## src/sv/cabw_pkg.sv

```systemverilog
`timescale 1ns / 1ps
// Shared types and constants of the clipped alpha-blend pixel writer.
// No dependencies; every module of the block refers to it by scoped names.

package cabw_pkg;

    // Frame geometry and store size
    localparam int MAX_WIDTH   = 128;
    localparam int MAX_HEIGHT  = 128;
    localparam int STORE_DEPTH = MAX_WIDTH * MAX_HEIGHT;
    localparam int ADDR_W      = $clog2(STORE_DEPTH);
    localparam int COL_W       = $clog2(MAX_WIDTH);
    localparam int ROW_W       = $clog2(2 * MAX_HEIGHT);

    localparam logic [COL_W:0]   COL_LIMIT = (COL_W + 1)'(MAX_WIDTH);
    localparam logic [ROW_W-1:0] ROW_LIMIT = ROW_W'(2 * MAX_HEIGHT - 1);

    // Queue between classifier and store engine
    localparam int QUEUE_DEPTH = 2;

    // Configuration port
    localparam int CFG_IDX_W  = 3;
    localparam int CFG_DATA_W = 9;

    localparam logic [CFG_IDX_W-1:0] REG_FRAME_WIDTH = 3'd0;
    localparam logic [CFG_IDX_W-1:0] REG_ORIGIN_X    = 3'd1;
    localparam logic [CFG_IDX_W-1:0] REG_ORIGIN_Y    = 3'd2;
    localparam logic [CFG_IDX_W-1:0] REG_CLIP_LEFT   = 3'd3;
    localparam logic [CFG_IDX_W-1:0] REG_CLIP_TOP    = 3'd4;
    localparam logic [CFG_IDX_W-1:0] REG_CLIP_RIGHT  = 3'd5;
    localparam logic [CFG_IDX_W-1:0] REG_CLIP_BOTTOM = 3'd6;
    localparam logic [CFG_IDX_W-1:0] REG_MODE        = 3'd7;

    localparam logic [7:0] RST_FRAME_WIDTH = 8'd128;
    localparam logic [7:0] RST_CLIP_RIGHT  = 8'd128;
    localparam logic [7:0] RST_CLIP_BOTTOM = 8'd128;

    // Mode register bits
    localparam int MODE_PLANE_ON   = 0;
    localparam int MODE_SRC_ALPHA  = 1;
    localparam int MODE_FOUR_BYTE  = 2;
    localparam int MODE_KEEP_ALPHA = 3;

    localparam logic [7:0] ALPHA_OPAQUE = 8'hFF;
    localparam logic [15:0] BLEND_ROUND = 16'h0080;

    typedef enum logic [1:0] {
        KIND_SKIP   = 2'd0,
        KIND_OPAQUE = 2'd1,
        KIND_BLEND  = 2'd2
    } t_kind;

    typedef struct packed {
        t_kind             kind;
        logic [ADDR_W-1:0] offset;
        logic [7:0]        red;
        logic [7:0]        green;
        logic [7:0]        blue;
        logic [7:0]        alpha;
    } t_job;

    typedef struct packed {
        logic [7:0]        frame_width;
        logic signed [8:0] origin_x;
        logic signed [8:0] origin_y;
        logic [7:0]        clip_left;
        logic [7:0]        clip_top;
        logic [7:0]        clip_right;
        logic [7:0]        clip_bottom;
        logic [3:0]        mode;
    } t_cfg;

endpackage

```

## src/sv/cabw_queue.sv

```systemverilog
`timescale 1ns / 1ps
// Short job queue between the front end and the store engine.
// Depends on cabw_pkg for the job type.

module cabw_queue #(
    parameter int DEPTH = cabw_pkg::QUEUE_DEPTH
) (
    input  logic           i_clk,
    input  logic           i_rst_n,
    input  logic           i_push,
    input  cabw_pkg::t_job i_job,
    output logic           o_full,
    output logic           o_valid,
    input  logic           i_pop,
    output cabw_pkg::t_job o_job
);

    localparam int PTR_W = (DEPTH > 1) ? $clog2(DEPTH) : 1;
    localparam int CNT_W = $clog2(DEPTH + 1);

    cabw_pkg::t_job   r_entry [DEPTH];
    logic [PTR_W-1:0] r_wr, n_wr;
    logic [PTR_W-1:0] r_rd, n_rd;
    logic [CNT_W-1:0] r_count, n_count;

    assign o_full  = (r_count == CNT_W'(DEPTH));
    assign o_valid = (r_count != '0);
    assign o_job   = r_entry[r_rd];

    always_comb begin
        n_wr    = r_wr;
        n_rd    = r_rd;
        n_count = r_count;
        if (i_push) begin
            n_wr = (r_wr == PTR_W'(DEPTH - 1)) ? '0 : r_wr + 1'b1;
        end
        if (i_pop) begin
            n_rd = (r_rd == PTR_W'(DEPTH - 1)) ? '0 : r_rd + 1'b1;
        end
        if (i_push && !i_pop) begin
            n_count = r_count + 1'b1;
        end else if (i_pop && !i_push) begin
            n_count = r_count - 1'b1;
        end
    end

    always_ff @(posedge i_clk) begin
        if (!i_rst_n) begin
            r_wr    <= '0;
            r_rd    <= '0;
            r_count <= '0;
        end else begin
            r_wr    <= n_wr;
            r_rd    <= n_rd;
            r_count <= n_count;
        end
    end

    always_ff @(posedge i_clk) begin
        if (i_push) begin
            r_entry[r_wr] <= i_job;
        end
    end

    a_no_push_full: assert property (@(posedge i_clk) disable iff (!i_rst_n)
        i_push |-> !o_full)
        else $error("job pushed into a full queue");

    a_no_pop_empty: assert property (@(posedge i_clk) disable iff (!i_rst_n)
        i_pop |-> o_valid)
        else $error("job popped from an empty queue");

endmodule

```

## config.mk

```make
export PLATFORM = sky130hd
export DESIGN_NAME = cabw_queue
export DESIGN_NICKNAME = d
export VERILOG_FILES = /design/src/sv/cabw_pkg.sv /design/src/sv/cabw_queue.sv
export SDC_FILE = /design/constraint.sdc
export NUM_CORES = 1
export LEC_CHECK = 0
export ABC_AREA = 0
export ABC_CLOCK_PERIOD_IN_PS = 4100
export BUFFER_PORTS_ARGS = -buffer_cell sky130_fd_sc_hd__buf_4
export CORE_MARGIN = 3
export CORE_UTILIZATION = 51
export DETAILED_ROUTE_END_ITERATION = 8
export GPL_TIMING_DRIVEN = 0
export PLACE_DENSITY = 0.78
export SLEW_MARGIN = 10
export SYNTH_ARGS = -nofsm -noshare
export SYNTH_HDL_FRONTEND = slang
export SYNTH_SLANG_ARGS = --single-unit
```

## constraint.sdc

```tcl
create_clock -name i_clk -period 4.1 [get_ports i_clk]
set_clock_uncertainty 0.05 [all_clocks]
set_input_delay 0.41 -clock i_clk [delete_from_list [all_inputs] [get_ports i_clk]]
set_output_delay 0.41 -clock i_clk [all_outputs]
set_load 0.02 [all_outputs]
```

; After elaboration in Yosys (flattened, before gate mapping)
; Memories as Yosys holds them, arrays and structs flattened. A register that Yosys moved wholly into a read port is not among the register bits.
; Cells that the tools add are included.
[totals]
wordCells = 23
mem_bits_ro = 0
in_bits = 52
mem_bits_rw = 96
output_inout_bits = 50
latchBits = 0
memories = 1
regBits = 4
[classes]
n_reduce_logical = 6
shifts = 0
n_addsub = 4
div_mod_pow = 0
muxes = 8
magnitude_cmp = 0
eq_ne = 1
mul = 0
n_bitwise = 0
[memory_table]
columns = name, depth, width, rd, rd_clocked_by_memory_dff, write_ports, line
row1 = r_entry, 2, 48, 1, 1, 1, cabw_queue.sv:21  ; cabw_pkg::t_job r_entry [DEPTH];
[op_table]
columns = operator, count
row1 = two-way mux 1 bit, 6
row2 = two-way mux 2 bit, 2
row3 = nonzero test 2 bit, 2
row4 = adder 1 bit (second input constant), 2
row5 = adder 2 x 1 -> 2 bit (second input constant), 1
row6 = == test 2 bit (second input constant), 1
row7 = logical AND 1 bit, 2
row8 = logical NOT 1 bit, 2
row9 = subtractor 2 x 1 -> 2 bit (second input constant), 1

; Logic depth before layout (Yosys ltp)
[logic_depth]
ltp_word = 4
ltp_mapped = 5
depth_no_buf = 5

; Worst setup path after synthesis
; No wires, ideal clock.
[synth_timing]
path_kind = input-to-reg
from = input port i_push
to = memory r_entry[0][0] (netlist bit) (enable)
setup_slack_ps = 1018
stages = 1
required_time_ps = 3590
arrival_ps = 2572
path_buffers = 0
setup_time_ps = 460
path_cell_list = nor2b_1
[synth_between]
elab_chain_cells = 2
[synth_rtl]
columns = element, line
row1 = from (decl), cabw_queue.sv:10  ; input logic i_push,
row2 = two-way mux 1 bit, cabw_queue.sv:60  ; if (i_push) begin
row3 = two-way mux 1 bit (not written as such), cabw_queue.sv:61  ; r_entry[r_wr] <= i_job;
row4 = to (decl), cabw_queue.sv:21
; No other way between the ends.

==> run_results.csv <==
group,metric,value,unit
run_status,outcome,"finished clean",
sta,relSlewSlack,0.532,
clock_network,clk_pin_slew,0.09,ns
grt,grt_max_degree,29,
clock_network,clock-root-buffer,"clkbuf_8",
worst_setup_path,required,3.64,ns
yosys,synth_edf_count,96,
floorplanning,rows,30,
yosys,syn_area_per_cell,21.5,µm²
cells_and_area,drive_above_1_share,0.597,
sta,whs,0.193,ns
yosys,synth_cell_type_count,19,
placement,dpl_cell_area,0.00461,mm²
hold_path,hp-start,"i_job[10]",
route,first_iter_violations,72,
clock_network,cts_tree,"yes",
yosys,ys_warn_count,0,
worst_setup_path,crit_path_end_kind,"primary output",
power_and_ir_drop,power,0.00206,W
clock_network,cts_made_buffers,9,
yosys,synthesis.area,0.00368,mm²
sta,fmax,0.495,GHz
grt,overflow,0,
yosys,ys_ff_latch,101,
grt,antenna_found_initial,0,
route,drc,0,
grt,grt_use_met2,0.266,
clock_network,htreeDepth,3,
power_and_ir_drop,ir_drop,269,µV
clock_network,clock_latency,0.34,ns
cells_and_area,syn_to_final_growth,29.7,%
power_and_ir_drop,p_leak,1.80,nW
route,via_per_inst,4.94,
grt,first_global_vias,2073,
floorplanning,start_util,0.534,
route,postRouteAntennaNets,0,
sta,hold_violations,0,
worst_setup_path,rr_startpoint,"r_wr",
placement,dpl.hpwl,4480,µm
placement,place.gp.congestion,0.682,
grt,use_met1,0.196,
cells_and_area,finalNonFillerCells,386,
yosys,synthesis.nets,224,
grt,top_usage_layer,"met2",
flow_run,cap_violations,0,
placement,io_buffers,101,
floorplanning,die_x,91,µm
clock_network,ctsResizeCount,0,
floorplanning,die-height,91,µm
cells_and_area,fin_util,0.692,
cells_and_area,fin_nets,338,
sta,finalMaxSlewViolations,0,
sta,min_period,2.02,ns
clock_network,cts.sinks,101,
floorplanning,placeableCoreArea,0.00691,mm²
grt,grt_pass1_wl,9980,µm
placement,dpl.cell_count,370,
route,vias,1906,
cells_and_area,final_common_cell,"buf_4",
yosys,synth_ff_type,"edfxtp_1",
sta,fin_crit_sh,0.493,
worst_setup_path,path_max_fanout,10,
cells_and_area,most-common-layout-cells,"buf_4 (102), edfxtp_1 (96), mux2_2 (47), clkbuf_8 (9), dfxtp_1 (5)",
cells_and_area,design_area,0.00478,mm²
yosys,synth-async-reset-ratio,0,
route,drt_wl_total,6350,µm
floorplanning,die_area,0.00828,mm²
cells_and_area,diodes,0,
grt,grt_usage,0.157,
clock_network,holdBufCountCts,0,
yosys,yosysSeqAreaShare,0.810,
hold_path,worstHoldPathType,"input pin to flip-flop",
yosys,netlist_instances,171,
clock_network,postCtsSetupRepairBufs,0,
sta,setup_viol,0,
clock_network,ctsLongestPathBuffers,2,
grt,use_met3,0.0356,
route,drt-pass1-iter-count,4,
sta,tightest_slew,0.700,ns
worst_setup_path,path_class,"flip-flop to primary output",
floorplanning,io_pins,102,
cells_and_area,fill_cells,468,
sta,rsz0062_at_grt,"false",
power_and_ir_drop,p_per_area,432,mW/mm²
worst_setup_path,critPathArrivalTime,1.56,ns
route,wl_per_cell,16.5,µm
worst_setup_path,critPathLaunchType,"flip-flop",
==> stage by stage <==
| step | setup WS [ns] | setup TNS [ns] |
|---|---|---|
| final | 2.08 | 0 |
| after global routing | 1.99 | 0 |
| after CTS | 2.04 | 0 |
| after detailed placement | 2.28 | 0 |
| after global placement | -0.280 | -13.53 |
| after floorplan | 1.02 | 0 |
==> final cells by class <==
cell class              count  area (µm²)  share of cell area
clock buffers              10         128              0.0267
clock inverters             6        38.8             0.00812
inverters                   1        3.75            0.000786
flip-flops and latches    101        2980               0.624
multi-input cells          64         667               0.140
plain buffers               5        40.0             0.00838
well taps                  96         120              0.0251
repair buffers            103         798               0.167
==> cells by family (layout without fill, tap and decap cells) <==
logic type / Yosys count / count (layout) / share of synthesized area
mux: 48 / 48 / 0.147
xor+xnor: 3 / 3 / 0.00713
compound gates: 3 / 3 / 0.00543
fa+ha+maj: 1 / 1 / 0.00340
buf+inv: 6 / 125 / 0.0119
flops: 101 / 101 / 0.810
simple gates: 9 / 9 / 0.0160
==> power breakdown <==
part | switching [W] | leakage, nW | internal (W)
logic | 0.000164 | 0.776 | 0.000163
clock network | 0.000312 | 0.0841 | 0.000220
registers | 0.0000148 | 0.943 | 0.00119
total | 0.000490 | 1.80 | 0.00157
==> worst max-delay path, stage by stage, from the launching register on <==
cell and delay (ns):
dfxtp_1 0.34, buf_4 0.20, buf_6 0.18, mux2_2 0.35
buf_4 0.16
==> final timing paths <==
check	cells after the start	to	slack (ns)
max	4	o_job[24]	2.08
min	1	r_entry[0][10]	0.19
max reg2reg	2	r_entry[0][23]	2.53
min reg2reg	2	r_count[1]	0.48
==> routing by layer <==
| metal | vias to the layer above | wire length (µm) |
|---|---|---|
| met5 | - | 0 |
| met4 | 0 | 62 |
| met3 | 6 | 407 |
| met2 | 73 | 3280 |
| met1 | 937 | 2600 |
| li1 | 890 | - |
==> Yosys cell counts, types with 2 or more instances <==
cell type	count	area share
buf_6	2	0.0061
dfxtp_1	5	0.027
edfxtp_1	96	0.78
xor2_1	2	0.0048
mux2_2	47	0.14
and2_1	4	0.0068
nor2b_1	2	0.0034
buf_2	2	0.0027
==> state kept, by name (all words and copies together) (netlist names), named ones only <==
register  cells
r_wr          1
r_rd          1
r_count       2
r_entry      96
Note: power is estimated with default switching activity, not from simulation.
