## config.mk

```make
export PLATFORM = sky130hd
export DESIGN_NAME = cabw_front
export DESIGN_NICKNAME = d
export VERILOG_FILES = /design/src/sv/cabw_pkg.sv /design/src/sv/cabw_front.sv
export SDC_FILE = /design/constraint.sdc
export NUM_CORES = 1
export LEC_CHECK = 0
export ABC_AREA = 1
export BUFFER_PORTS_ARGS = -buffer_cell sky130_fd_sc_hd__buf_4
export CORE_MARGIN = 3
export CORE_UTILIZATION = 43
export CTS_BUF_LIST = sky130_fd_sc_hd__clkbuf_16
export DETAILED_ROUTE_END_ITERATION = 6
export PLACE_DENSITY = 0.76
export SLEW_MARGIN = 30
export SYNTH_ARGS = -nofsm -noshare
export SYNTH_HDL_FRONTEND = slang
export SYNTH_SLANG_ARGS = --single-unit
export TNS_END_PERCENT = 30
```

## constraint.sdc

```tcl
create_clock -name i_clk -period 8.15 [get_ports i_clk]
set_clock_uncertainty 0.1 [all_clocks]
set_input_delay 0.4075 -clock i_clk [delete_from_list [all_inputs] [get_ports i_clk]]
set_output_delay 0.4075 -clock i_clk [all_outputs]
set_load 0.1 [all_outputs]
```

## src/sv/cabw_pkg.sv

```systemverilog
`timescale 1ns / 1ps
// Shared types and constants of the clipped alpha-blend pixel writer.
// No dependencies; every module of the block refers to it by scoped names.

package cabw_pkg;

    // Frame geometry and store size
    localparam int MAX_WIDTH   = 128;
    localparam int MAX_HEIGHT  = 128;
    localparam int STORE_DEPTH = MAX_WIDTH * MAX_HEIGHT;
    localparam int ADDR_W      = $clog2(STORE_DEPTH);
    localparam int COL_W       = $clog2(MAX_WIDTH);
    localparam int ROW_W       = $clog2(2 * MAX_HEIGHT);

    localparam logic [COL_W:0]   COL_LIMIT = (COL_W + 1)'(MAX_WIDTH);
    localparam logic [ROW_W-1:0] ROW_LIMIT = ROW_W'(2 * MAX_HEIGHT - 1);

    // Queue between classifier and store engine
    localparam int QUEUE_DEPTH = 2;

    // Configuration port
    localparam int CFG_IDX_W  = 3;
    localparam int CFG_DATA_W = 9;

    localparam logic [CFG_IDX_W-1:0] REG_FRAME_WIDTH = 3'd0;
    localparam logic [CFG_IDX_W-1:0] REG_ORIGIN_X    = 3'd1;
    localparam logic [CFG_IDX_W-1:0] REG_ORIGIN_Y    = 3'd2;
    localparam logic [CFG_IDX_W-1:0] REG_CLIP_LEFT   = 3'd3;
    localparam logic [CFG_IDX_W-1:0] REG_CLIP_TOP    = 3'd4;
    localparam logic [CFG_IDX_W-1:0] REG_CLIP_RIGHT  = 3'd5;
    localparam logic [CFG_IDX_W-1:0] REG_CLIP_BOTTOM = 3'd6;
    localparam logic [CFG_IDX_W-1:0] REG_MODE        = 3'd7;

    localparam logic [7:0] RST_FRAME_WIDTH = 8'd128;
    localparam logic [7:0] RST_CLIP_RIGHT  = 8'd128;
    localparam logic [7:0] RST_CLIP_BOTTOM = 8'd128;

    // Mode register bits
    localparam int MODE_PLANE_ON   = 0;
    localparam int MODE_SRC_ALPHA  = 1;
    localparam int MODE_FOUR_BYTE  = 2;
    localparam int MODE_KEEP_ALPHA = 3;

    localparam logic [7:0] ALPHA_OPAQUE = 8'hFF;
    localparam logic [15:0] BLEND_ROUND = 16'h0080;

    typedef enum logic [1:0] {
        KIND_SKIP   = 2'd0,
        KIND_OPAQUE = 2'd1,
        KIND_BLEND  = 2'd2
    } t_kind;

    typedef struct packed {
        t_kind             kind;
        logic [ADDR_W-1:0] offset;
        logic [7:0]        red;
        logic [7:0]        green;
        logic [7:0]        blue;
        logic [7:0]        alpha;
    } t_job;

    typedef struct packed {
        logic [7:0]        frame_width;
        logic signed [8:0] origin_x;
        logic signed [8:0] origin_y;
        logic [7:0]        clip_left;
        logic [7:0]        clip_top;
        logic [7:0]        clip_right;
        logic [7:0]        clip_bottom;
        logic [3:0]        mode;
    } t_cfg;

endpackage

```

## src/sv/cabw_front.sv

```systemverilog
`timescale 1ns / 1ps
// Front end: raster position, clip test, store offset and item classification.
// Depends on cabw_pkg.

module cabw_front (
    input  logic                  i_clk,
    input  logic                  i_rst_n,
    input  cabw_pkg::t_cfg        i_cfg,
    input  logic                  i_clearing,
    input  logic                  i_q_full,
    input  logic                  i_in_valid,
    output logic                  o_in_stall,
    input  logic                  i_req_type,
    input  logic [7:0]            i_pixel_red,
    input  logic [7:0]            i_pixel_green,
    input  logic [7:0]            i_pixel_blue,
    input  logic [7:0]            i_pixel_alpha,
    output logic                  o_push,
    output cabw_pkg::t_job        o_job
);

    logic [cabw_pkg::COL_W-1:0] r_col, n_col;
    logic [cabw_pkg::ROW_W-1:0] r_row, n_row;

    logic              accept;
    logic signed [9:0] fx, fy;
    logic              in_clip;
    logic [15:0]       row_base;
    logic [15:0]       offset_full;
    logic [7:0]        eff_alpha;
    logic              plane_on;
    logic [cabw_pkg::COL_W:0] col_inc;

    assign o_in_stall = i_q_full || i_clearing;
    assign accept     = i_in_valid && !o_in_stall;
    assign o_push     = accept;

    always_comb begin
        fx = 10'(i_cfg.origin_x) + $signed({3'b000, r_col});
        fy = 10'(i_cfg.origin_y) + $signed({2'b00, r_row});
        in_clip = (fx >= $signed({2'b00, i_cfg.clip_left}))
               && (fx <  $signed({2'b00, i_cfg.clip_right}))
               && (fy >= $signed({2'b00, i_cfg.clip_top}))
               && (fy <  $signed({2'b00, i_cfg.clip_bottom}));
        // within the clip both coordinates are in 0..254
        row_base    = {8'b0, fy[7:0]} * {8'b0, i_cfg.frame_width};
        offset_full = row_base + {8'b0, fx[7:0]};

        plane_on  = i_cfg.mode[cabw_pkg::MODE_PLANE_ON];
        eff_alpha = (plane_on && i_cfg.mode[cabw_pkg::MODE_SRC_ALPHA])
                  ? i_pixel_alpha : cabw_pkg::ALPHA_OPAQUE;

        o_job.offset = offset_full[cabw_pkg::ADDR_W-1:0];
        o_job.red    = i_pixel_red;
        o_job.green  = i_pixel_green;
        o_job.blue   = i_pixel_blue;
        o_job.alpha  = eff_alpha;
        if (i_req_type || !in_clip || (plane_on && eff_alpha == 8'd0)) begin
            o_job.kind = cabw_pkg::KIND_SKIP;
        end else if (eff_alpha == cabw_pkg::ALPHA_OPAQUE) begin
            o_job.kind = cabw_pkg::KIND_OPAQUE;
        end else begin
            o_job.kind = cabw_pkg::KIND_BLEND;
        end
    end

    // raster advance: restart returns to column and row 0, else wrap at frame width or store width, row saturates
    always_comb begin
        n_col   = r_col;
        n_row   = r_row;
        col_inc = {1'b0, r_col} + 1'b1;
        if (accept) begin
            if (i_req_type) begin
                n_col = '0;
                n_row = '0;
            end else if (col_inc >= i_cfg.frame_width || col_inc >= cabw_pkg::COL_LIMIT) begin
                n_col = '0;
                if (r_row != cabw_pkg::ROW_LIMIT) begin
                    n_row = r_row + 1'b1;
                end
            end else begin
                n_col = col_inc[cabw_pkg::COL_W-1:0];
            end
        end
    end

    always_ff @(posedge i_clk) begin
        if (!i_rst_n) begin
            r_col <= '0;
            r_row <= '0;
        end else begin
            r_col <= n_col;
            r_row <= n_row;
        end
    end

endmodule

```

Word level (Yosys, flattened, before mapping):

Index checks and enable logic that the tools add are counted.

* add/subtract/negate cells: 5
* $mul: 1
* div/mod/pow operators: 0
* $lt $le $gt $ge: 6
* eq/ne operators: 2
* shift-type cells: 0
* mux-type cells: 8
* bitwise logic cells: 0
* reductions and logical operators: 16

Operators with widths (count)
* 8-bit two-way mux: 4
* 10-bit by 9-bit greater-or-equal comparator with 1-bit output: 2
* 10-bit by 9-bit < comparator with 1-bit output: 2
* 14-bit by 8-bit adder with 14-bit output: 1
* 8-bit by 8-bit multiplier with 14-bit output: 1
* 7-bit two-way mux: 2
* 9-bit by 8-bit adder with 10-bit output: 1
* 9-bit by 9-bit adder with 10-bit output: 1
* 7-bit by 1-bit adder with 8-bit output (second input constant): 1
* 8-bit by 1-bit adder with 8-bit output (second input constant): 1
* 8-bit == test (second input constant): 1
* 8-bit greater-or-equal comparator: 1
* 8-bit greater-or-equal comparator (second input constant): 1
* 8-bit logical NOT: 1
* 8-bit != test (second input constant): 1
* 1-bit logical AND: 6
* 1-bit logical OR: 4
* 2-bit two-way mux: 2
* 2-bit nonzero test: 2
* 3-bit AND reduction: 1
* 1-bit logical NOT: 2

* flip-flop bits (word level): 15
* bits in latches: 0
* bits in writable memories: 0
* bits in read-only memories: 0
* bits of input ports: 100
* output and inout bits: 50
* logic and storage cells: 40
* memories kept: 0

Longest topological paths before layout:

Gate-level depths: netlist (run 1).

* depth after elaboration: 9
* gate-level depth with buffers: 26
* gate-level depth less buffers: 26

Worst setup path before layout (run 1):

OpenSTA, ideal clock, no wires.

* kind: reg-to-output
* start point: register r_row[0] in the netlist's numbering
* end point: output port o_job[42] in the netlist's numbering
* arrival: 6.303 ns
* required time: 7.643 ns
* setup slack: 1.340 ns
* stages on the path, launching flop included: 24
* buffers on the path: 0
* path through: dfxtp_1 ha_1 inv_1 fa_1 inv_1 nand3_1 nand2_1 xor2_1 nand2_1 fa_1 fa_1 inv_1 fa_1 inv_1 fa_1 inv_1 ha_1 a21oi_1 o21ai_0 a21oi_1 nor2_1 o21ai_0 nand2_1 xor2_1

RTL lines
* start: declaration: RTL line cabw_front.sv:23 `logic [cabw_pkg::ROW_W-1:0] r_row, n_row;`
* start signal: assignment: RTL line cabw_front.sv:93 `r_row <= n_row;`
* end: declaration: RTL line cabw_front.sv:19 `output cabw_pkg::t_job o_job`

==> results_dict.tcl, run 1 <==
set metrics [dict create \
    outcome "finished, final reports clean" \
    criticalPathCategory "reg -> out" \
    vdd_drop_max_uv 1810 \
    cp_top_family "adder cells" \
    power.leakage_nw 3.41 \
    multi_input_area_mm2 0.00385 \
    first_pass_iters 5 \
    regArea_um2 300 \
    syn_inst 732 \
    tns_ns 0 \
    drive_above_1_share 0.145 \
    synthFlopType "dfxtp_1" \
    path_cells "ha_1 -> inv_1 -> fa_1 -> inv_1 -> nand3_1 -> nand2_1 -> xor2_1 -> inv_1 -> nor2_1 -> fa_1 -> fa_1 -> fa_1 -> inv_1 -> fa_1 -> inv_1 -> ha_1 -> inv_1 -> nor3_1 -> nand2_1 -> o211ai_1 -> a31oi_1 -> nand3b_1 -> nand2_1 -> buf_4" \
    cts-root-buf "clkbuf_16" \
    final_cell_area_mm2 0.00584 \
    post_cts_resized 0 \
    cp.buffers_inverters 7 \
    critical_path_arrival_ns 6.28 \
    core_mm2 0.0111 \
    drc_errors 0 \
    maxCapViolCount 0 \
    track_usage 0.180 \
    routed_wl_mm 11.7 \
    placed_area_mm2 0.00576 \
    cts-buffers-inserted 3 \
    clk_pin_slew_ns 0.05 \
    synth_warnings 0 \
    wl_met3_um 530 \
    grt_max_degree 14 \
    clock_path_buffers 2 \
    drt.antenna.violating_nets 0 \
    yosysSeqAreaShare 0.0595 \
    grt_setup_unrepaired "false" \
    power.density_mw_per_mm2 324 \
    wl_met2_mm 5.65 \
    die-area_mm2 0.0131 \
    crit_path_end_kind "output pin" \
    wl_per_cell_um 12.3 \
    wl_met1_mm 5.28 \
    overflow 0 \
    highest_layer "met4" \
    numPortBuffers 99 \
    grt_pass1_wl_mm 19.6 \
    hold_buffers 0 \
    fin_crit_sh 0.833 \
    crit_required_ns 7.64 \
    min_period_ns 6.79 \
    post_cts_buffers 0 \
    async_reset_ff_frac 0 \
    initialDrtViolationCount 172 \
    fillers 1129 \
    slew_violations 0 \
    max_slew_margin 0.370 \
    post-place-ws_ns 1.58 \
    syn_to_final_growth_pct 15.7 \
    fp.dieH_um 114 \
    drt-vias-per-instance 4.89 \
    die_w_um 114 \
    synth_area_mm2 0.00504 \
    clock_latency_ns 0.25 \
    tritoncts "yes" \
    grt_pass1_vias 4478 \
    final_hold_viol_count 0 \
    row_count 38 \
    synth-seq-cells 15 \
    path_max_fanout 7 \
    antenna_found_initial 0 \
    num_antenna_cells 0 \
    critPathMaxStageDelay_ns 0.63 \
    place_congestion 0.867 \
    avgSynthCellArea_um2 6.89 \
    worstMarginPinSlew_ns 0.939 \
    hold_class "in -> reg" \
    setup_violations 0 \
    cpMostUsedCell "inv_1" \
    layout_setup_ws_ns 1.36 \
    timing.hold.ws_ns 0.313 \
    nNetsFinal 1036 \
    cts.sinks 15 \
    synth_edf_count 0 \
    num_vias 4628 \
    max_clock_freq_mhz 147 \
    startpoint_type "flip-flop" \
    syn-num-nets 961 \
    synth_cell_types 43 \
    h-tree-depth 1 \
    cpMaxStageDelayCell "xor2_1" \
    ios 150 \
    start_util 0.453 \
    dpl.hpwl_mm 10.2 \
]
## stage by stage
stage / instances / power, mW / util
2_1_floorplan: 732 / 1.53 / -
3_3_place_gp: 942 / 1.79 / 0.517
3_5_place_dp: 942 / 1.81 / 0.517
4_1_cts: 946 / 1.91 / 0.525
5_1_grt: 946 / 2.02 / 0.525
6_report: 946 / 1.89 / 0.525
## state kept, by name, summed over array words and instances (netlist names)
register / flops
r_row: 8
r_col: 7
## tightest hold or removal path: stages
cell and delay (ns):
buf_4 0.12, o21ai_2 0.05, a21oi_1 0.04
## power breakdown
group / leakage [nW] / switching [mW] / internal (mW) / total (mW)
Clock: 0.0409 / 0.0308 / 0.0656 / 0.0963
Combinational: 3.24 / 1.30 / 0.414 / 1.72
Sequential: 0.121 / 0.00103 / 0.0740 / 0.0751
Total: 3.41 / 1.34 / 0.554 / 1.89
## layout by cell type, fill, tap and decap left out, types with 2 or more instances in the layout
| cell | synthesis | routed |
|---|---|---|
| a211oi_1 | 2 | 2 |
| a21boi_0 | 2 | 2 |
| a21oi_1 | 47 | 47 |
| a31oi_1 | 2 | 2 |
| buf_4 | 24 | 99 |
| clkbuf_16 | 0 | 3 |
| dfxtp_1 | 15 | 15 |
| fa_1 | 45 | 45 |
| ha_1 | 84 | 84 |
| inv_1 | 181 | 181 |
| inv_2 | 2 | 2 |
| nand2_1 | 144 | 144 |
| nand3_1 | 16 | 16 |
| nand3_2 | 2 | 2 |
| nand3b_1 | 6 | 6 |
| nand4_1 | 17 | 17 |
| nor2_1 | 65 | 65 |
| nor3_1 | 6 | 6 |
| o211ai_1 | 3 | 3 |
| o21ai_0 | 10 | 10 |
| o21bai_1 | 6 | 6 |
| xnor2_1 | 7 | 7 |
| xor2_1 | 22 | 22 |
## synthesized netlist by cell type (all sizes together), types with 2 or more instances
cell type	number	area share
inv	183	0.14
nand2	146	0.11
ha	84	0.21
nor2	66	0.051
a21oi	47	0.047
fa	45	0.18
buf	25	0.038
xor2	22	0.038
nand3	19	0.023
nand4	18	0.024
dfxtp	15	0.060
o21ai	12	0.013
nand3b	7	0.013
o21bai	7	0.011
xnor2	7	0.012
nor3	6	0.0060
clkbuf	4	0.0030
o211ai	3	0.0045
a211oi	2	0.0030
a21boi	2	0.0030
a31oi	2	0.0025
nor3b	2	0.0040
## path summary, 6_finish.rpt
kind / start / slack [ns] / endpoint / cells past startpoint
worst min-delay path: i_rst_n / 0.31 / r_row[0] / 3
worst max-delay path: r_row[0] / 1.36 / o_job[45] / 24
worst max register to register: r_col[0] / 5.31 / r_col[0] / 14
worst min register to register: r_col[6] / 0.40 / r_col[6] / 2
## routing by layer
layer  GRT usage  vias to the layer above
met1       0.245                     2098
met4      0.0412                        0
met2       0.311                      106
met5           0                        -
met3      0.0148                       19
li1            -                     2405
## cell families after synthesis
| group | synth area share |
|---|---|
| adders and majority gates | 0.387 |
| and+or+nand+nor | 0.233 |
| xor gates and xnor gates | 0.0503 |
| buffers and inverters | 0.177 |
| AOI/OAI and AO/OA | 0.0928 |
| DFF | 0.0595 |
## layout make-up
cell class | instances | area share
Clock buffer | 3 | 0.0129
Tap cell | 140 | 0.0300
Multi-Input combinational cell | 505 | 0.660
Clock inverter | 1 | 0.000857
Sequential cell | 15 | 0.0514
Inverter | 183 | 0.118
Timing Repair Buffer | 99 | 0.127
(Power assumes the default switching activity.)
==> run 2, diff against run 1 <==
clock period = 6.92 ns   (was 8.15 ns; I/O delays follow)
==> run 2 against run 1 <==
Sequential share of layout area about the same; design area increased by 0.24%; critical path depth decreased by 3; count of clock-buffer cells in the layout unchanged; die area unchanged; clock power increased by 15%; sequential power increased by 18%; routed wire length decreased by 2.6%; hold slack got worse by 0.067 ns; first-iteration DRC count increased by 27%; critical path type unchanged.
==> results_dict.tcl, run 2 (synthesized netlist as in run 1, its figures left out) <==
set metrics [dict create \
    outcome "finished, final reports clean" \
    wl_met3_um 427 \
    cts.sinks 15 \
    track_usage 0.177 \
    grt_pass1_wl_mm 19.4 \
    initialDrtViolationCount 219 \
    critical_path_arrival_ns 6.04 \
    numPortBuffers 99 \
    cts-buffers-inserted 3 \
    maxCapViolCount 0 \
    largest_reg_flops 8 \
    drive_above_1_share 0.146 \
    clk_pin_slew_ns 0.05 \
    grt_max_degree 14 \
    post-route-util 0.526 \
    criticalPathCategory "reg -> out" \
    path_max_fanout 8 \
    tns_ns 0 \
    overflow 0 \
    slew_violations 0 \
    crit_required_ns 6.47 \
    core_mm2 0.0111 \
    syn_to_final_growth_pct 16.0 \
    drt.antenna.violating_nets 0 \
    clock_latency_ns 0.25 \
    antenna_found_initial 0 \
    regMostFlops "r_row" \
    highest_layer "met4" \
    num_vias 4603 \
    worstMarginPinSlew_ns 0.954 \
    wl_per_cell_um 12.0 \
    ios 150 \
    row_count 38 \
    drc_errors 0 \
    h-tree-depth 1 \
    hold_class "in -> reg" \
    routed_wl_mm 11.4 \
    power.density_mw_per_mm2 381 \
    final_cell_mix "inv_1 (182), nand2_1 (144), buf_4 (101)" \
    nNetsFinal 1038 \
    final_hold_viol_count 0 \
    post_cts_resized 0 \
    die-area_mm2 0.0131 \
    post_cts_buffers 0 \
    grt_setup_unrepaired "false" \
    drt-vias-per-instance 4.86 \
    fin_crit_sh 0.937 \
    first_pass_iters 5 \
    layout.cells.most_common "inv_1" \
    start_util 0.453 \
    max_clock_freq_mhz 154 \
    dpl.cell_count 944 \
    cts-root-buf "clkbuf_16" \
    die_w_um 114 \
    crit_path_end_kind "output pin" \
    min_period_ns 6.49 \
    dpl.hpwl_mm 9.98 \
    setup_violations 0 \
    startpoint_type "flip-flop" \
    power.leakage_nw 3.42 \
    wl_met2_mm 5.53 \
    stdcell_count 948 \
    place_congestion 0.871 \
    num_antenna_cells 0 \
    fp.dieH_um 114 \
    max_slew_margin 0.359 \
    clock_path_buffers 2 \
    tritoncts "yes" \
    grt_pass1_vias 4362 \
    hold_buffers 0 \
    vdd_drop_max_uv 2020 \
    reg.largest.list "r_row: 8 flops, r_col: 7 flops" \
    wl_met1_mm 5.32 \
]
==> run 2: changes by cell type in the layout (fill, tap and decap cells not counted) <==
| cell | change |
|---|---|
| buf_4 | +2 |
| clkinv_2 | -1 |
| inv_1 | +1 |
==> run 2: worst paths after layout <==
check	endpoint	from	slack (ns)	cells after the start
setup / recovery	o_job[43]	r_row[3]	0.43	21
setup reg to reg	r_col[0]	r_col[0]	4.08	14
hold reg to reg	r_col[6]	r_col[6]	0.40	2
hold / removal	r_row[0]	i_rst_n	0.25	3
==> run 2: report_power, final <==
part / total, mW / switching, mW / internal (mW) / leakage, nW
logic: 2.03 / 1.54 / 0.488 / 3.25
registers: 0.0884 / 0.00118 / 0.0873 / 0.121
clock network: 0.111 / 0.0348 / 0.0765 / 0.0423
==> run 2: routing by layer <==
layer / up-vias / track usage
met5: - / 0
met4: 0 / 0.0261
met3: 8 / 0.0106
met2: 90 / 0.308
met1: 2101 / 0.247
li1: 2404 / -
==> run 2: final cells by class <==
| cell class | count | area, µm² |
|---|---|---|
| clock inverters | 1 | 3.75 |
| flip-flops and latches | 15 | 300 |
| repair buffers | 101 | 758 |
| clock buffers | 3 | 75.1 |
| multi-input cells | 505 | 3850 |
| fillers | 1146 | 5280 |
| well taps | 140 | 175 |
| inverters | 183 | 687 |
==> run 2: critical path, stage by stage (launching register included) <==
cell and delay [ns]:
dfxtp_1 0.36, ha_1 0.38, nand2_1 0.11, nor2_1 0.16
a21oi_1 0.10, xnor2_1 0.75, nand2_1 0.18, fa_1 0.57
inv_1 0.05, fa_1 0.49, inv_1 0.05, fa_1 0.47
fa_1 0.54, inv_1 0.04, ha_1 0.34, a21oi_1 0.21
o21ai_0 0.13, a21oi_1 0.21, nor3_1 0.07, nor2_1 0.11
xor2_1 0.15, buf_4 0.30
==> run 2: through the flow <==
step                cell area [µm²]  power [mW]  hold slack [ns]  setup WS (ns)
finish                         5850        2.23            0.246          0.433
global route                   5850        2.39            0.267         0.0370
floorplan                      5040        1.80            0.357          0.171
global placement               5770        2.11            0.387          0.739
CTS                            5850        2.24            0.247          0.484
detailed placement             5770        2.13            0.399          0.677
